$ cat config.mk
export PLATFORM = sky130hd
export DESIGN_NAME = sbmq_ram
export DESIGN_NICKNAME = d
export VERILOG_FILES = /design/src/design/sbmq_ram.sv
export SDC_FILE = /design/constraint.sdc
export NUM_CORES = 1
export LEC_CHECK = 0
export BUFFER_PORTS_ARGS = -buffer_cell sky130_fd_sc_hd__buf_4
export CAP_MARGIN = 20
export CORE_ASPECT_RATIO = 0.9
export CORE_MARGIN = 1.5
export CORE_UTILIZATION = 40
export DETAILED_ROUTE_END_ITERATION = 8
export PLACE_DENSITY_LB_ADDON = 0.05
export SLEW_MARGIN = 20
export SYNTH_ARGS = -nofsm -noshare
export SYNTH_HDL_FRONTEND = slang
export SYNTH_SLANG_ARGS = --single-unit
$ cat constraint.sdc
create_clock -name clk -period 1.98 [get_ports clk]
set_input_delay 0.198 -clock clk [delete_from_list [all_inputs] [get_ports clk]]
set_output_delay 0.198 -clock clk [all_outputs]
set_load 0.05 [all_outputs]
$ cat src/design/sbmq_ram.sv
// Generic single write port, single read port RAM with registered read.
// Depends on nothing.
module sbmq_ram #(
  parameter int WIDTH = 8,
  parameter int DEPTH = 16
) (
  input  logic                                       clk,
  input  logic                                       wen,
  input  logic [((DEPTH > 1) ? $clog2(DEPTH) : 1)-1:0] waddr,
  input  logic [WIDTH-1:0]                           wdata,
  input  logic [((DEPTH > 1) ? $clog2(DEPTH) : 1)-1:0] raddr,
  output logic [WIDTH-1:0]                           rdata
);

  logic [WIDTH-1:0] mem [DEPTH];

  always_ff @(posedge clk) begin
    if (wen) begin
      mem[waddr] <= wdata;
    end
    rdata <= mem[raddr];
  end

endmodule

; ---- Word-level counts from Yosys, hierarchy flattened
; Memories as Yosys holds them, arrays and structs flattened. A register that Yosys moved wholly into a read port is not among the register bits.
; Index checks and enable logic that the tools add are counted.
[op_classes]
muxes = 2
[ops]
columns = op, count
row1 = 1-bit two-way mux, 2
[totals]
ff_bits = 0
mem_bits_rw = 128
wordCells = 3
memories = 1
[memory_table]
columns = memory, words, word_bits, rd, rd_ports_with_merged_regs, write_ports, line_no
row1 = mem, 16, 8, 1, 1, 1, 15  ; logic [WIDTH-1:0] mem [DEPTH];

; ---- Longest topological paths before layout
[logic_depth]
depth_word = 2
depth_mapped = 5

; ---- Worst setup path after synthesis
; OpenSTA, ideal clock, no wires.
[synth_path]
path_type = in2reg
start = in waddr[2] in the netlist's numbering
end = mem mem[0][0], enable pin
setup_ns = 0.383
arrival_ns = 1.308
t_required_ns = 1.597
slack_ns = 0.289
path_stages = 2
cell_sequence = or3b_2 > nor3_1
[synth_lines]
columns = element, line_no
row1 = start: declaration, 9  ; input logic [((DEPTH > 1) ? $clog2(DEPTH) : 1)-1:0] waddr,
row2 = end: declaration, 15
; No word-level cell before the write port.

==> results.md <==
- Reg2Reg Depth: 3
- Layout area overhead: 20.7%
- Adder-Cell Fraction of Synth Area: 0%
- # setup viols final: 0
- Vias in the first global route: approximately 2600
- Gates resized, CTS repair: 0
- Yosys cell types: 19
- Final Power: about 6.7 mW
- Register area share after synthesis: 77.8%
- Post-route DRC violation count: 0
- DRT iter0 DRCs: between 200 and 300
- # diodes: 0
- Hold-fix buffers at CTS: 0
- CP Launch Type: flop
- Reg2reg setup slack: about 0.53 ns
- Worst r2r src: mem[9][4]$_DFFE_PP_
- CTS max path bufs: 2
- PwrDens: 1080 mW/mm2
- DRT antenna net count: 0
- CORE AREA: roughly 0.013 mm2
- First-pass GRT wire length: approximately 16000 um
- Average size of a mapped cell: approximately 22 um2
- Post-synth net total: 247
- Simple-gate share of the synthesized area: under 10%
- I/O pins: 26
- Via density: a little over 5
- H-tree lvl count: 4
- Hold_sp: wdata[1]
- Commonest cells after routing, fill and taps aside: 128 x edfxtp_1, 46 x buf_4, 18 x mux4_2
- Setup TNS: 0 ns
- Worst EP required: ~2.3 ns
- Total grt overflow: 0
- Max-slew violation count: 0
- Setup crit end kind: flop
- Largest family of logic cells by synthesized area: multiplexers
- Final period util: between 70% and 80%
- Gp weighted congestion: 0.719
- Placed inst area: between 0.005 and 0.006 mm2
- Synth area leaders: edfxtp_1 75%, mux4_2 7.9%, mux4_1 7.1%, dfxtp_1 3.1%, a22oi_1 2.3%
- DRT Pass-1 Iters: 5
- Synth warn: 0
- Highest fanout seen on the critical path: 1
- Worst r2r dst: rdata[4]$_DFF_P_
- Most common cell after layout, fill and taps aside: edfxtp_1
- Layout Skew: between 0.006 and 0.007 ns
- Multiplexer share of the synthesized area: 15.0%
- Synthesized area: between 0.005 and 0.006 mm2
- CTS tree: done
- Via count: between 2000 and 2500
- Hold Path Depth: 1
- Xor and xnor area share after synthesis: 0%
- Fin nets: 303
- Total of max-cap violations: 0
- HP Class: input port to flop
- Die W: ~120 um
- FMAX: 688 MHz
- Status: finished, final reports clean
- Setup bufs post-CTS: 0
- Initial antenna violation count: 0
- Detailed-route wire length: between 10000 and 15000 um
- Arrival @ worst endpoint: 1.75 ns
- DR WL/cell: ~22 um
- Slew @ Worst Pin: around 0.63 ns
- Final Instance Area: a little over 0.006 mm2
- Post-DP HPWL: 6660 um
- Die span in y: ~110 um
- Yosys top cell area share: 74.7%
- All-Layer GR Usage: roughly 17%
- Slew headroom: between 50% and 60%
- Clock sink total: between 100 and 150
- RSZ-0062 raised after global routing: no
- Layout cell share with drive strength beyond 1: between 30% and 40%
- Initial core utilization: between 40% and 50%
- Leak pwr: about 2.1 nW
- Root buffer cell: clkbuf_16
- #FFs+latches synth: 136
- Top cell type by total area after synthesis: edfxtp_1
- Crit Path Class: flop to flop
- Post-synthesis compound-gate area fraction: 2.33%
- Clock Pin Slew Worst Setup and Hold Paths: ~0.06 ns
- DIE AREA: between 0.01 and 0.015 mm2
- Port Buffers: 25
- Final Hold Viols: 0
- CTS Buf Count: 17
- Clk_lat worst skew: 0.42 ns
- Final min period: roughly 1.5 ns
- Post-synthesis cell count: roughly 230
- Largest net degree at the start of global routing: 33
- Row count: 39
- Maximum VDD drop: just over 1000 uV
- Hold Crit Endpoint: mem[6][1]$_DFFE_PP_
## worst max-delay path: stages, from the launching register on
cell      delay (ns)
edfxtp_1        0.37
mux4_1          0.53
a22oi_1         0.35
nand2_1         0.08
## routing by layer
layer  share of wire, %  GRT usage [%]
met1                 46           23.5
met3                4.9           5.63
met5                  0              0
met2                 48           25.1
met4                1.2           5.81
## cell type report
class	instances	area, um2
flip-flops and latches	136	4000
multi-input cells	83	1060
well taps	164	205
fillers	1041	6430
clock inverters	12	133
clock buffers	20	447
repair buffers	47	365
## cells by family after synthesis
group / Yosys count
flops: 136
mux: 32
simple gates: 35
compound gates: 16
buf+inv: 10
## per-stage QoR
stage / std cells / hold slack, ns / util [%] / setup slack [ns]
global route: 462 / 0.0921 / 49.1 / 0.426
detailed placement: 430 / 0.522 / 44.6 / 0.212
global placement: 430 / 0.513 / 44.6 / 0.230
finish: 462 / 0.0883 / 49.1 / 0.527
CTS: 462 / 0.0856 / 49.1 / 0.529
floorplan: 229 / 0.297 / - / 0.289
## power by group
group | internal (mW) | leakage [nW] | switching, mW
clock network | 1.98 | 0.292 | 1.08
registers | 3.22 | 1.22 | 0.0178
logic | 0.151 | 0.612 | 0.232
## worst max path at each step
stage                        start             endpoint  slack, ns
4_1_cts        mem[9][4]$_DFFE_PP_     rdata[4]$_DFF_P_       0.53
5_1_grt        mem[1][2]$_DFFE_PP_     rdata[2]$_DFF_P_       0.43
6_report       mem[9][4]$_DFFE_PP_     rdata[4]$_DFF_P_       0.53
2_1_floorplan             waddr[2]  mem[0][0]$_DFFE_PP_       0.29
3_5_place_dp              raddr[0]     rdata[2]$_DFF_P_       0.21
3_3_place_gp              raddr[0]     rdata[2]$_DFF_P_       0.23
## flip-flops by register name, summed over array words and instances (netlist names)
name and cells:
rdata 8, mem 128
## cell usage after synthesis
cell type,instances
mux4_1,14
dfxtp_1,8
mux4_2,18
buf_4,1
nand3_1,1
buf_2,3
or3b_2,1
clkdlybuf4s25_2,3
nor2b_1,1
buf_6,3
and2b_1,1
edfxtp_1,128
nor3_1,4
nand2_1,9
nand3b_1,2
nand2b_1,2
and2_1,1
nor2_1,13
a22oi_1,16
No activity file was read; power rests on OpenSTA's default activity.
